File: src/rtl/lra_pkg.sv
// Shared types and constants for the clipped line rasterizer.
// Used by the step unit and the top level.
package lra_pkg;

   // Default build values
   localparam int MAX_CANVAS_DEF = 64;
   localparam int COORD_BITS_DEF = 8;

   // Pixel coordinate width on the result channel
   localparam int PIX_BITS = 6;

   // Canvas size registers
   localparam int CFG_BITS  = 7;
   localparam int CFG_RESET = 64;
   localparam int ADDR_BITS = 3;
   localparam int DATA_BITS = 32;

   // Register indexes, decoded from the word address
   localparam logic REG_WIDTH  = 1'b0;
   localparam logic REG_HEIGHT = 1'b1;

   // Sequencer states
   typedef enum logic [1:0] {
      ST_IDLE,
      ST_SETUP,
      ST_WALK,
      ST_FLUSH
   } state_type;

   // Status of the current walk point, from the step unit
   typedef struct packed {
      logic in_canvas;
      logic at_end;
   } step_status_type;

endpackage

File: src/rtl/lra_channels_if.sv
// Valid/ready channel interfaces for line commands and pixel writes.
// Depends on nothing; widths come from the top level's parameters.
interface lra_req_if #(
   parameter int COORD_BITS = 8
);
   logic                         valid;
   logic                         ready;
   logic signed [COORD_BITS-1:0] start_x;
   logic signed [COORD_BITS-1:0] start_y;
   logic signed [COORD_BITS-1:0] end_x;
   logic signed [COORD_BITS-1:0] end_y;
   logic [7:0]                   ink;

   modport source (output valid, start_x, start_y, end_x, end_y, ink, input ready);
   modport sink (input valid, start_x, start_y, end_x, end_y, ink, output ready);
endinterface

interface lra_rsp_if #(
   parameter int PIX_BITS = 6
);
   logic                valid;
   logic                ready;
   logic [PIX_BITS-1:0] pixel_x;
   logic [PIX_BITS-1:0] pixel_y;
   logic [7:0]          pixel_ink;
   logic                last_point;

   modport source (output valid, pixel_x, pixel_y, pixel_ink, last_point, input ready);
   modport sink (input valid, pixel_x, pixel_y, pixel_ink, last_point, output ready);
endinterface

File: src/rtl/line_rasterizer_clipped_top.sv
// Clipped Bresenham line rasterizer, top level with canvas size registers.
// Sequence: accept in idle, a setup state, then one line point per cycle while the
// result port is not stalled (max(|dx|,|dy|)+1 points, at most 2^COORD_BITS) and a
// flush state; a stalled result port holds the walk. The step unit sets the
// one-point-per-cycle rate; a new command is taken only once the previous one is flushed.
// Reset (synchronous, active high) idles the sequencer and sets both sizes to 64.
module line_rasterizer_clipped_top #(
   parameter int MAX_CANVAS = lra_pkg::MAX_CANVAS_DEF,
   parameter int COORD_BITS = lra_pkg::COORD_BITS_DEF
) (
   input  logic                              clock,
   input  logic                              reset,
   lra_req_if.sink                           req,
   lra_rsp_if.source                         rsp,
   input  logic                              psel,
   input  logic                              penable,
   input  logic                              pwrite,
   input  logic [lra_pkg::ADDR_BITS-1:0]     paddr,
   input  logic [lra_pkg::DATA_BITS-1:0]     pwdata,
   output logic [lra_pkg::DATA_BITS-1:0]     prdata,
   output logic                              pready
);
   localparam int PIX_BITS = lra_pkg::PIX_BITS;
   localparam int ERR_W    = COORD_BITS + 2;
   localparam int CB       = lra_pkg::CFG_BITS;
   localparam logic [CB-1:0] MAX_C = CB'(MAX_CANVAS);

   // Canvas size registers
   logic [CB-1:0] width_ff, height_ff;
   logic [CB-1:0] lim_w, lim_h;

   // Sequencer and walk registers
   lra_pkg::state_type           state_ff, state_in;
   logic signed [COORD_BITS-1:0] walk_x_ff, walk_x_in, walk_y_ff, walk_y_in;
   logic signed [COORD_BITS-1:0] end_x_ff, end_x_in, end_y_ff, end_y_in;
   logic signed [ERR_W-1:0]      err_ff, err_in;
   logic [COORD_BITS-1:0]        span_x_ff, span_x_in, span_y_ff, span_y_in;
   logic [1:0]                   signs_ff, signs_in;
   logic [7:0]                   ink_ff, ink_in;
   logic                         held_valid_ff, held_valid_in;
   logic [PIX_BITS-1:0]          held_x_ff, held_x_in, held_y_ff, held_y_in;

   // Output register
   logic                rsp_valid_ff, rsp_valid_in;
   logic [PIX_BITS-1:0] rsp_x_ff, rsp_x_in, rsp_y_ff, rsp_y_in;
   logic [7:0]          rsp_ink_ff, rsp_ink_in;
   logic                rsp_last_ff, rsp_last_in;

   // Step unit results
   logic signed [COORD_BITS-1:0] next_x, next_y;
   logic signed [ERR_W-1:0]      next_err;
   lra_pkg::step_status_type     status;

   // Setup arithmetic
   logic [COORD_BITS:0] dx_s, dy_s, dx_a, dy_a;
   logic                out_free;
   logic                push;
   logic                cfg_write;

   // Register write on the access phase
   assign pready    = 1'b1;
   assign cfg_write = psel && penable && pwrite;

   always_ff @(posedge clock) begin
      if (reset) begin
         width_ff  <= CB'(lra_pkg::CFG_RESET);
         height_ff <= CB'(lra_pkg::CFG_RESET);
      end else if (cfg_write) begin
         unique case (paddr[2])
            lra_pkg::REG_WIDTH:  width_ff  <= pwdata[CB-1:0];
            lra_pkg::REG_HEIGHT: height_ff <= pwdata[CB-1:0];
            default: ;
         endcase
      end
   end

   // Read back the addressed register
   always_comb begin
      unique case (paddr[2])
         lra_pkg::REG_WIDTH:  prdata = lra_pkg::DATA_BITS'(width_ff);
         lra_pkg::REG_HEIGHT: prdata = lra_pkg::DATA_BITS'(height_ff);
         default:             prdata = '0;
      endcase
   end

   // Saturate the canvas at its largest size
   assign lim_w = (width_ff > MAX_C) ? MAX_C : width_ff;
   assign lim_h = (height_ff > MAX_C) ? MAX_C : height_ff;

   lra_step #(
      .COORD_BITS (COORD_BITS)
   ) u_step (
      .walk_x   (walk_x_ff),
      .walk_y   (walk_y_ff),
      .end_x    (end_x_ff),
      .end_y    (end_y_ff),
      .err      (err_ff),
      .span_x   (span_x_ff),
      .span_y   (span_y_ff),
      .signs    (signs_ff),
      .lim_w    (lim_w),
      .lim_h    (lim_h),
      .next_x   (next_x),
      .next_y   (next_y),
      .next_err (next_err),
      .status   (status)
   );

   // Spans and step directions from the latched end points
   always_comb begin
      dx_s = {end_x_ff[COORD_BITS-1], end_x_ff} - {walk_x_ff[COORD_BITS-1], walk_x_ff};
      dy_s = {end_y_ff[COORD_BITS-1], end_y_ff} - {walk_y_ff[COORD_BITS-1], walk_y_ff};
      dx_a = dx_s[COORD_BITS] ? -dx_s : dx_s;
      dy_a = dy_s[COORD_BITS] ? -dy_s : dy_s;
   end

   assign req.ready = (state_ff == lra_pkg::ST_IDLE);
   assign out_free  = !rsp_valid_ff || rsp.ready;

   // Next state, walk update and pixel transfer
   always_comb begin
      state_in      = state_ff;
      walk_x_in     = walk_x_ff;
      walk_y_in     = walk_y_ff;
      end_x_in      = end_x_ff;
      end_y_in      = end_y_ff;
      err_in        = err_ff;
      span_x_in     = span_x_ff;
      span_y_in     = span_y_ff;
      signs_in      = signs_ff;
      ink_in        = ink_ff;
      held_valid_in = held_valid_ff;
      held_x_in     = held_x_ff;
      held_y_in     = held_y_ff;
      push          = 1'b0;
      rsp_x_in      = rsp_x_ff;
      rsp_y_in      = rsp_y_ff;
      rsp_ink_in    = rsp_ink_ff;
      rsp_last_in   = rsp_last_ff;

      unique case (state_ff)
         lra_pkg::ST_IDLE: begin
            if (req.valid) begin
               walk_x_in     = req.start_x;
               walk_y_in     = req.start_y;
               end_x_in      = req.end_x;
               end_y_in      = req.end_y;
               ink_in        = req.ink;
               held_valid_in = 1'b0;
               state_in      = lra_pkg::ST_SETUP;
            end
         end
         lra_pkg::ST_SETUP: begin
            span_x_in = dx_a[COORD_BITS-1:0];
            span_y_in = dy_a[COORD_BITS-1:0];
            signs_in  = {dy_s[COORD_BITS] || (dy_s == '0),
                         dx_s[COORD_BITS] || (dx_s == '0)};
            err_in    = ERR_W'(dx_a[COORD_BITS-1:0]) - ERR_W'(dy_a[COORD_BITS-1:0]);
            state_in  = lra_pkg::ST_WALK;
         end
         lra_pkg::ST_WALK: begin
            if (out_free) begin
               if (status.in_canvas) begin
                  push          = held_valid_ff;
                  rsp_last_in   = 1'b0;
                  held_valid_in = 1'b1;
                  held_x_in     = walk_x_ff[PIX_BITS-1:0];
                  held_y_in     = walk_y_ff[PIX_BITS-1:0];
               end
               if (status.at_end) begin
                  state_in = lra_pkg::ST_FLUSH;
               end else begin
                  walk_x_in = next_x;
                  walk_y_in = next_y;
                  err_in    = next_err;
               end
            end
         end
         lra_pkg::ST_FLUSH: begin
            if (out_free) begin
               push          = held_valid_ff;
               rsp_last_in   = 1'b1;
               held_valid_in = 1'b0;
               state_in      = lra_pkg::ST_IDLE;
            end
         end
         default: state_in = lra_pkg::ST_IDLE;
      endcase

      // Load the output register with the held point
      if (push) begin
         rsp_x_in   = held_x_ff;
         rsp_y_in   = held_y_ff;
         rsp_ink_in = ink_ff;
      end
      rsp_valid_in = push ? 1'b1 : (rsp.ready ? 1'b0 : rsp_valid_ff);
   end

   // Control state
   always_ff @(posedge clock) begin
      if (reset) begin
         state_ff      <= lra_pkg::ST_IDLE;
         held_valid_ff <= 1'b0;
         rsp_valid_ff  <= 1'b0;
      end else begin
         state_ff      <= state_in;
         held_valid_ff <= held_valid_in;
         rsp_valid_ff  <= rsp_valid_in;
      end
   end

   // Payload registers
   always_ff @(posedge clock) begin
      walk_x_ff   <= walk_x_in;
      walk_y_ff   <= walk_y_in;
      end_x_ff    <= end_x_in;
      end_y_ff    <= end_y_in;
      err_ff      <= err_in;
      span_x_ff   <= span_x_in;
      span_y_ff   <= span_y_in;
      signs_ff    <= signs_in;
      ink_ff      <= ink_in;
      held_x_ff   <= held_x_in;
      held_y_ff   <= held_y_in;
      rsp_x_ff    <= rsp_x_in;
      rsp_y_ff    <= rsp_y_in;
      rsp_ink_ff  <= rsp_ink_in;
      rsp_last_ff <= rsp_last_in;
   end

   assign rsp.valid      = rsp_valid_ff;
   assign rsp.pixel_x    = rsp_x_ff;
   assign rsp.pixel_y    = rsp_y_ff;
   assign rsp.pixel_ink  = rsp_ink_ff;
   assign rsp.last_point = rsp_last_ff;

   // No point stays held between lines
   a_idle_empty: assert property (@(posedge clock) disable iff (reset)
      (state_ff == lra_pkg::ST_IDLE) |-> !held_valid_ff)
      else $error("held point left over in idle");

   // An accepted command always goes to setup
   a_accept_setup: assert property (@(posedge clock) disable iff (reset)
      (req.valid && req.ready) |=> (state_ff == lra_pkg::ST_SETUP))
      else $error("accepted command did not enter setup");

   // A flush that completes marks its transfer as the last point
   a_flush_last: assert property (@(posedge clock) disable iff (reset)
      (state_ff == lra_pkg::ST_FLUSH && out_free && held_valid_ff)
      |=> (rsp_valid_ff && rsp_last_ff && state_ff == lra_pkg::ST_IDLE))
      else $error("flush did not present a last point");

   // A walk point is never pushed while the output register is stalled
   a_no_overwrite: assert property (@(posedge clock) disable iff (reset)
      (rsp_valid_ff && !rsp.ready) |=> ($stable(rsp_x_ff) && $stable(rsp_y_ff)))
      else $error("stalled pixel was overwritten");

endmodule

File: src/rtl/lra_step.sv
// Bresenham step unit: error-term update, point advance and canvas test.
// Depends on lra_pkg for the status struct and register width.
module lra_step #(
   parameter int COORD_BITS = lra_pkg::COORD_BITS_DEF
) (
   input  logic signed [COORD_BITS-1:0]   walk_x,
   input  logic signed [COORD_BITS-1:0]   walk_y,
   input  logic signed [COORD_BITS-1:0]   end_x,
   input  logic signed [COORD_BITS-1:0]   end_y,
   input  logic signed [COORD_BITS+1:0]   err,
   input  logic [COORD_BITS-1:0]          span_x,
   input  logic [COORD_BITS-1:0]          span_y,
   input  logic [1:0]                     signs,
   input  logic [lra_pkg::CFG_BITS-1:0]   lim_w,
   input  logic [lra_pkg::CFG_BITS-1:0]   lim_h,
   output logic signed [COORD_BITS-1:0]   next_x,
   output logic signed [COORD_BITS-1:0]   next_y,
   output logic signed [COORD_BITS+1:0]   next_err,
   output lra_pkg::step_status_type       status
);
   localparam int ERR_W = COORD_BITS + 2;
   localparam int E2_W  = COORD_BITS + 3;
   localparam int CMP_W = (COORD_BITS > lra_pkg::CFG_BITS ?
                           COORD_BITS : lra_pkg::CFG_BITS) + 1;

   logic signed [ERR_W-1:0] dx_e;
   logic signed [ERR_W-1:0] dy_e;
   logic signed [E2_W-1:0]  e2;
   logic signed [E2_W-1:0]  dx_w;
   logic signed [E2_W-1:0]  ndy_w;
   logic                    step_x;
   logic                    step_y;

   // Compare doubled error against the spans
   always_comb begin
      dx_e   = $signed({2'b00, span_x});
      dy_e   = $signed({2'b00, span_y});
      e2     = $signed({err, 1'b0});
      dx_w   = $signed({3'b000, span_x});
      ndy_w  = -$signed({3'b000, span_y});
      step_x = e2 > ndy_w;
      step_y = e2 < dx_w;
   end

   // Advance the point and the error term
   always_comb begin
      next_err = err - (step_x ? dy_e : ERR_W'(0)) + (step_y ? dx_e : ERR_W'(0));
      next_x   = walk_x;
      next_y   = walk_y;
      if (step_x) begin
         next_x = walk_x + (signs[0] ? {COORD_BITS{1'b1}} : COORD_BITS'(1));
      end
      if (step_y) begin
         next_y = walk_y + (signs[1] ? {COORD_BITS{1'b1}} : COORD_BITS'(1));
      end
   end

   // Test the current point against the canvas and the end point
   always_comb begin
      status.in_canvas = !walk_x[COORD_BITS-1] && !walk_y[COORD_BITS-1] &&
                         (CMP_W'($unsigned(walk_x)) < CMP_W'(lim_w)) &&
                         (CMP_W'($unsigned(walk_y)) < CMP_W'(lim_h));
      status.at_end    = (walk_x == end_x) && (walk_y == end_y);
   end

endmodule
File: src/flat_wrapper.sv
// flat-port wrapper written by rule: the top's interface ports become plain ports
module line_rasterizer_clipped_top_flat 
#(
   parameter int MAX_CANVAS = lra_pkg::MAX_CANVAS_DEF,
   parameter int COORD_BITS = lra_pkg::COORD_BITS_DEF
)
  (clock, reset, psel, penable, pwrite, paddr, pwdata, prdata, pready, req_valid, req_start_x, req_start_y, req_end_x, req_end_y, req_ink, req_ready, rsp_valid, rsp_pixel_x, rsp_pixel_y, rsp_pixel_ink, rsp_last_point, rsp_ready);
  lra_req_if #(.COORD_BITS(COORD_BITS)) req_i ();
  lra_rsp_if rsp_i ();
  input  logic clock;
  input  logic reset;
  input  logic psel;
  input  logic penable;
  input  logic pwrite;
  input  logic [lra_pkg::ADDR_BITS-1:0] paddr;
  input  logic [lra_pkg::DATA_BITS-1:0] pwdata;
  output logic [lra_pkg::DATA_BITS-1:0] prdata;
  output logic pready;
  input wire logic [$bits(req_i.valid)-1:0] req_valid;
  input wire logic [$bits(req_i.start_x)-1:0] req_start_x;
  input wire logic [$bits(req_i.start_y)-1:0] req_start_y;
  input wire logic [$bits(req_i.end_x)-1:0] req_end_x;
  input wire logic [$bits(req_i.end_y)-1:0] req_end_y;
  input wire logic [$bits(req_i.ink)-1:0] req_ink;
  output wire logic [$bits(req_i.ready)-1:0] req_ready;
  output wire logic [$bits(rsp_i.valid)-1:0] rsp_valid;
  output wire logic [$bits(rsp_i.pixel_x)-1:0] rsp_pixel_x;
  output wire logic [$bits(rsp_i.pixel_y)-1:0] rsp_pixel_y;
  output wire logic [$bits(rsp_i.pixel_ink)-1:0] rsp_pixel_ink;
  output wire logic [$bits(rsp_i.last_point)-1:0] rsp_last_point;
  input wire logic [$bits(rsp_i.ready)-1:0] rsp_ready;
  assign req_i.valid = req_valid;
  assign req_i.start_x = req_start_x;
  assign req_i.start_y = req_start_y;
  assign req_i.end_x = req_end_x;
  assign req_i.end_y = req_end_y;
  assign req_i.ink = req_ink;
  assign req_ready = req_i.ready;
  assign rsp_valid = rsp_i.valid;
  assign rsp_pixel_x = rsp_i.pixel_x;
  assign rsp_pixel_y = rsp_i.pixel_y;
  assign rsp_pixel_ink = rsp_i.pixel_ink;
  assign rsp_last_point = rsp_i.last_point;
  assign rsp_i.ready = rsp_ready;
  line_rasterizer_clipped_top #(.MAX_CANVAS(MAX_CANVAS), .COORD_BITS(COORD_BITS)) u_core (.clock(clock), .reset(reset), .req(req_i), .rsp(rsp_i), .psel(psel), .penable(penable), .pwrite(pwrite), .paddr(paddr), .pwdata(pwdata), .prdata(prdata), .pready(pready));
endmodule
File: config.mk
export PLATFORM = sky130hd
export DESIGN_NAME = line_rasterizer_clipped_top_flat
export DESIGN_NICKNAME = d
export VERILOG_FILES = /design/src/rtl/lra_pkg.sv /design/src/rtl/lra_channels_if.sv /design/src/rtl/line_rasterizer_clipped_top.sv /design/src/rtl/lra_step.sv /design/src/flat_wrapper.sv
export SDC_FILE = /design/constraint.sdc
export NUM_CORES = 1
export LEC_CHECK = 0
export BUFFER_PORTS_ARGS = -buffer_cell sky130_fd_sc_hd__buf_2
export CORE_MARGIN = 1
export CORE_UTILIZATION = 52
export CTS_BUF_LIST = sky130_fd_sc_hd__clkbuf_16
export DETAILED_ROUTE_END_ITERATION = 7
export PLACE_DENSITY = 0.83
export SLEW_MARGIN = 20
export SYNTH_ARGS = -nofsm -noshare
export SYNTH_HDL_FRONTEND = slang
export SYNTH_SLANG_ARGS = --single-unit
File: constraint.sdc
create_clock -name clock -period 4.5 [get_ports clock]
set_input_delay 0.225 -clock clock [delete_from_list [all_inputs] [get_ports clock]]
set_output_delay 0.225 -clock clock [all_outputs]
set_load 0.05 [all_outputs]
==> flow_summary.yaml <==
synthesis:
  synth_cell_types: 67
  synth_area_um2: 8070
  synth-edff-count: 101
  synthCells: 775
  netlist_top_cells_area: "edfxtp_1 (38%), ha_1 (13%), dfxtp_1 (4.5%), inv_1 (3.9%), xnor2_1 (3.4%)"
  synth_top_cell_area_share_pct: 37.6
  async_reset_ff_share_pct: 0
  synth.most_common_cell: "edfxtp_1"
  yosys_register_bits: 119
  ys_seq_area_share_pct: 42.1
  synth.avg_cell_area_um2: 10.4
  ys.flop_type: "edfxtp_1"
  yosysWarnings: 0
  synth_common_cells: "edfxtp_1 (101), ha_1 (83), inv_1 (83)"
  yosys.area.top_type: "edfxtp_1"
worst_setup_path:
  crit_arrival_ns: 4.72
  path_cells: "nor2_2, nand2_2, or4_4, xnor2_1, ha_1, nand3_2, or3_4, o211ai_1, buf_4, a21oi_2, fa_1, inv_1, ha_1, a21o_1, a21oi_2, buf_4, o211ai_1, a31oi_1, xnor2_1, o21ai_1"
  reg2reg_slack_ns: -0.06
  reg2reg_to: "u_core.err_ff[9]$_DFFE_PP_"
  worstPathRequired_ns: 4.66
  regToRegStartpoint: "u_core.span_y_ff[2]$_DFFE_PN_"
  cp-endpoint: "u_core.err_ff[9]$_DFFE_PP_"
  crit_type: "reg -> reg"
  cp_max_fo: 4
  cp-startpoint: "u_core.span_y_ff[2]$_DFFE_PN_"
  worstSetupEndpointType: "flip-flop"
  crit_path_max_incr_delay_ns: 0.56
  startpoint_type: "flip-flop"
  crit_slowest_cell: "fa_1"
  reg2regPathDepth: 20
finish:
  multi_input_area_um2: 4230
  areaGrowthSynthToFinish_pct: 19.6
  layout.nets: 1096
  fill_cells: 1165
  regArea_um2: 3390
  stdcell_area_um2: 9650
  drive_above_1_share_pct: 20.7
  layout.cells.non_filler: 1120
routing:
  drtAntennaViolNets: 0
  wl_um: 19100
  drc: 0
  viasPerCell: 5.51
  wire_per_inst_um: 17.0
  dr.first_iter.drc_count: 356
  first_pass_iters: 6
  vias: 6176
sta:
  max_clock_freq_mhz: 219
  finClkSkew_ns: 0.0162
  fin_crit_ns: 4.56
  worst_pin_slew_ns: 0.935
  finalMaxSlewViolations: 0
  setup_violations: 2
  fin_ws_ns: -0.0559
  final_hold_viol_count: 0
  rsz0062_at_grt: "yes"
  max_slew_margin_pct: 37.1
  period_share_pct: 101
floorplan:
  start_util_pct: 53.3
  die_area_um2: 16000
  chipWidth_um: 127
  die_h_um: 127
  io_pins: 138
  rows: 45
  core_area_um2: 15100
placed_design:
  portBuffers: 84
  place.gp.congestion: 0.898
  dp_hpwl_um: 13500
  place_inst: 1055
  place_area_um2: 8710
global_route:
  grt_max_degree: 31
  grt_first_pass_wirelength_um: 30300
  antenna_found_initial: 1
  first_global_vias: 6228
  grt_overflow: 0
  grt_usage_pct: 24.8
clock_tree:
  cts.htree.levels: 4
  root_buffer: "clkbuf_16"
  cts_tree: "yes"
  cts_sinks: 119
  clock_latency_ns: 0.43
  clk_pin_slew_ns: 0.06
  cts_buffer_depth: 2
  cts_buffers: 17
worst_hold_path:
  hold_class: "in -> reg"
flow_run:
  timing.max_cap.violations: 0
run_status:
  violations: "setup timing"
  status: "complete, but fails checks"
==> cells by family (layout without fill, tap and decap cells) <==
kind of cell / Yosys count / in the layout / share of synthesized area (%)
buffers and inverters: 124 / 256 / 7.37
multiplexers: 25 / 25 / 3.38
adder cells (fa/ha/maj): 96 / 96 / 16.1
XOR/XNOR: 52 / 52 / 5.74
AND/OR/NAND/NOR: 195 / 195 / 11.6
flip-flops: 119 / 119 / 42.1
AO/OA/AOI/OAI: 162 / 162 / 13.7
other: 2 / 27 / 0.0931
==> routing by layer <==
| layer | wire length, um | GRT usage (%) | vias to the layer above | share of wire, % |
|---|---|---|---|---|
| met2 | 9420 | 42.9 | 242 | 49 |
| met1 | 7830 | 29.5 | 2894 | 41 |
| met3 | 1210 | 5.48 | 43 | 6.4 |
| li1 | - | - | 2997 | - |
| met5 | 0 | 0 | - | 0 |
| met4 | 591 | 11.0 | 0 | 3.1 |
==> critical path, delay by kind of cell (launching register included) <==
| kind | cells | cell delay, ns |
|---|---|---|
| xor+xnor | 2 | 0.30 |
| buf+inv | 3 | 0.36 |
| fa+ha+maj | 3 | 1.16 |
| simple gates | 5 | 1.19 |
| compound gates | 7 | 0.88 |
| flops | 1 | 0.42 |
==> layout by cell type (no fill, tap or decap), types with 8 or more instances in the layout <==
| cell type | count |
|---|---|
| o21a_1 | 15 |
| clkbuf_16 | 18 |
| fa_1 | 12 |
| nor2b_1 | 11 |
| edfxtp_1 | 101 |
| inv_1 | 84 |
| nor2_1 | 51 |
| dfxtp_1 | 18 |
| nor3_1 | 10 |
| ha_1 | 82 |
| a21o_1 | 13 |
| nand2_1 | 62 |
| nand3_1 | 9 |
| o211ai_1 | 9 |
| xnor2_1 | 31 |
| conb_1 | 26 |
| o31ai_1 | 8 |
| buf_2 | 84 |
| nand2b_1 | 8 |
| o21ai_0 | 26 |
| xor2_1 | 20 |
| a21oi_1 | 33 |
| buf_4 | 31 |
| mux2_2 | 18 |
| dlygate4sd3_1 | 24 |
==> stage by stage <==
step,setup slack [ns],util [%],hold WS [ns],TNS [ns]
6_report,-0.0559,63.7,0.0247,-0.111
2_1_floorplan,0.0262,-,0.324,0
3_3_place_gp,-0.124,57.5,0.401,-0.282
4_1_cts,0.00234,63.2,0.0183,0
3_5_place_dp,-0.291,57.5,0.403,-1.06
5_1_grt,-0.274,63.7,0.0422,-1.12
==> flip-flops by register name, summed over array words and instances (netlist names), 7 cells and up <==
register              flops
u_core.end_x_ff           8
u_core.end_y_ff           8
u_core.err_ff            10
u_core.height_ff          7
u_core.ink_ff             8
u_core.rsp.pixel_ink      8
u_core.span_x_ff          8
u_core.span_y_ff          8
u_core.walk_x_ff          8
u_core.walk_y_ff          8
u_core.width_ff           7
==> cell type report <==
class,count,share of cell area [%]
Multi-Input combinational cell,556,43.8
Inverter,85,3.31
Antenna cell,1,0.0259
Timing Repair Buffer,139,9.26
Tap cell,188,2.44
Sequential cell,119,35.2
Clock buffer,18,4.67
Clock inverter,14,1.27
==> worst min path at each step <==
stage                                from                                 to  slack, ns  depth (start not counted)
4_1_cts                         pwdata[6]   u_core.height_ff[6]$_SDFFE_PP1P_       0.02                          2
3_5_place_dp                 req_end_x[5]       u_core.end_x_ff[5]$_DFFE_PP_       0.40                          1
6_report                        pwdata[6]   u_core.height_ff[6]$_SDFFE_PP1P_       0.02                          2
2_1_floorplan                req_end_x[0]       u_core.end_x_ff[0]$_DFFE_PP_       0.32                          0
5_1_grt                         pwdata[6]   u_core.height_ff[6]$_SDFFE_PP1P_       0.04                          2
3_3_place_gp   u_core.ink_ff[5]$_DFFE_PP_  u_core.rsp.pixel_ink[5]$_DFFE_PP_       0.40                          0
==> timing repair <==
| item | CTS | global route |
|---|---|---|
| hold buffers | 24 | 0 |
| setup endpoints to repair | 5 | 6 |
| hold endpoints to repair | 24 | 0 |
| setup buffers | 4 | 4 |
| pin swaps | 7 | 7 |
| gates resized for setup | 5 | 17 |
| gates cloned | 0 | 0 |
Power is not shown: default switching activity piles up to over one toggle a cycle in this logic, so the estimate is an artifact.
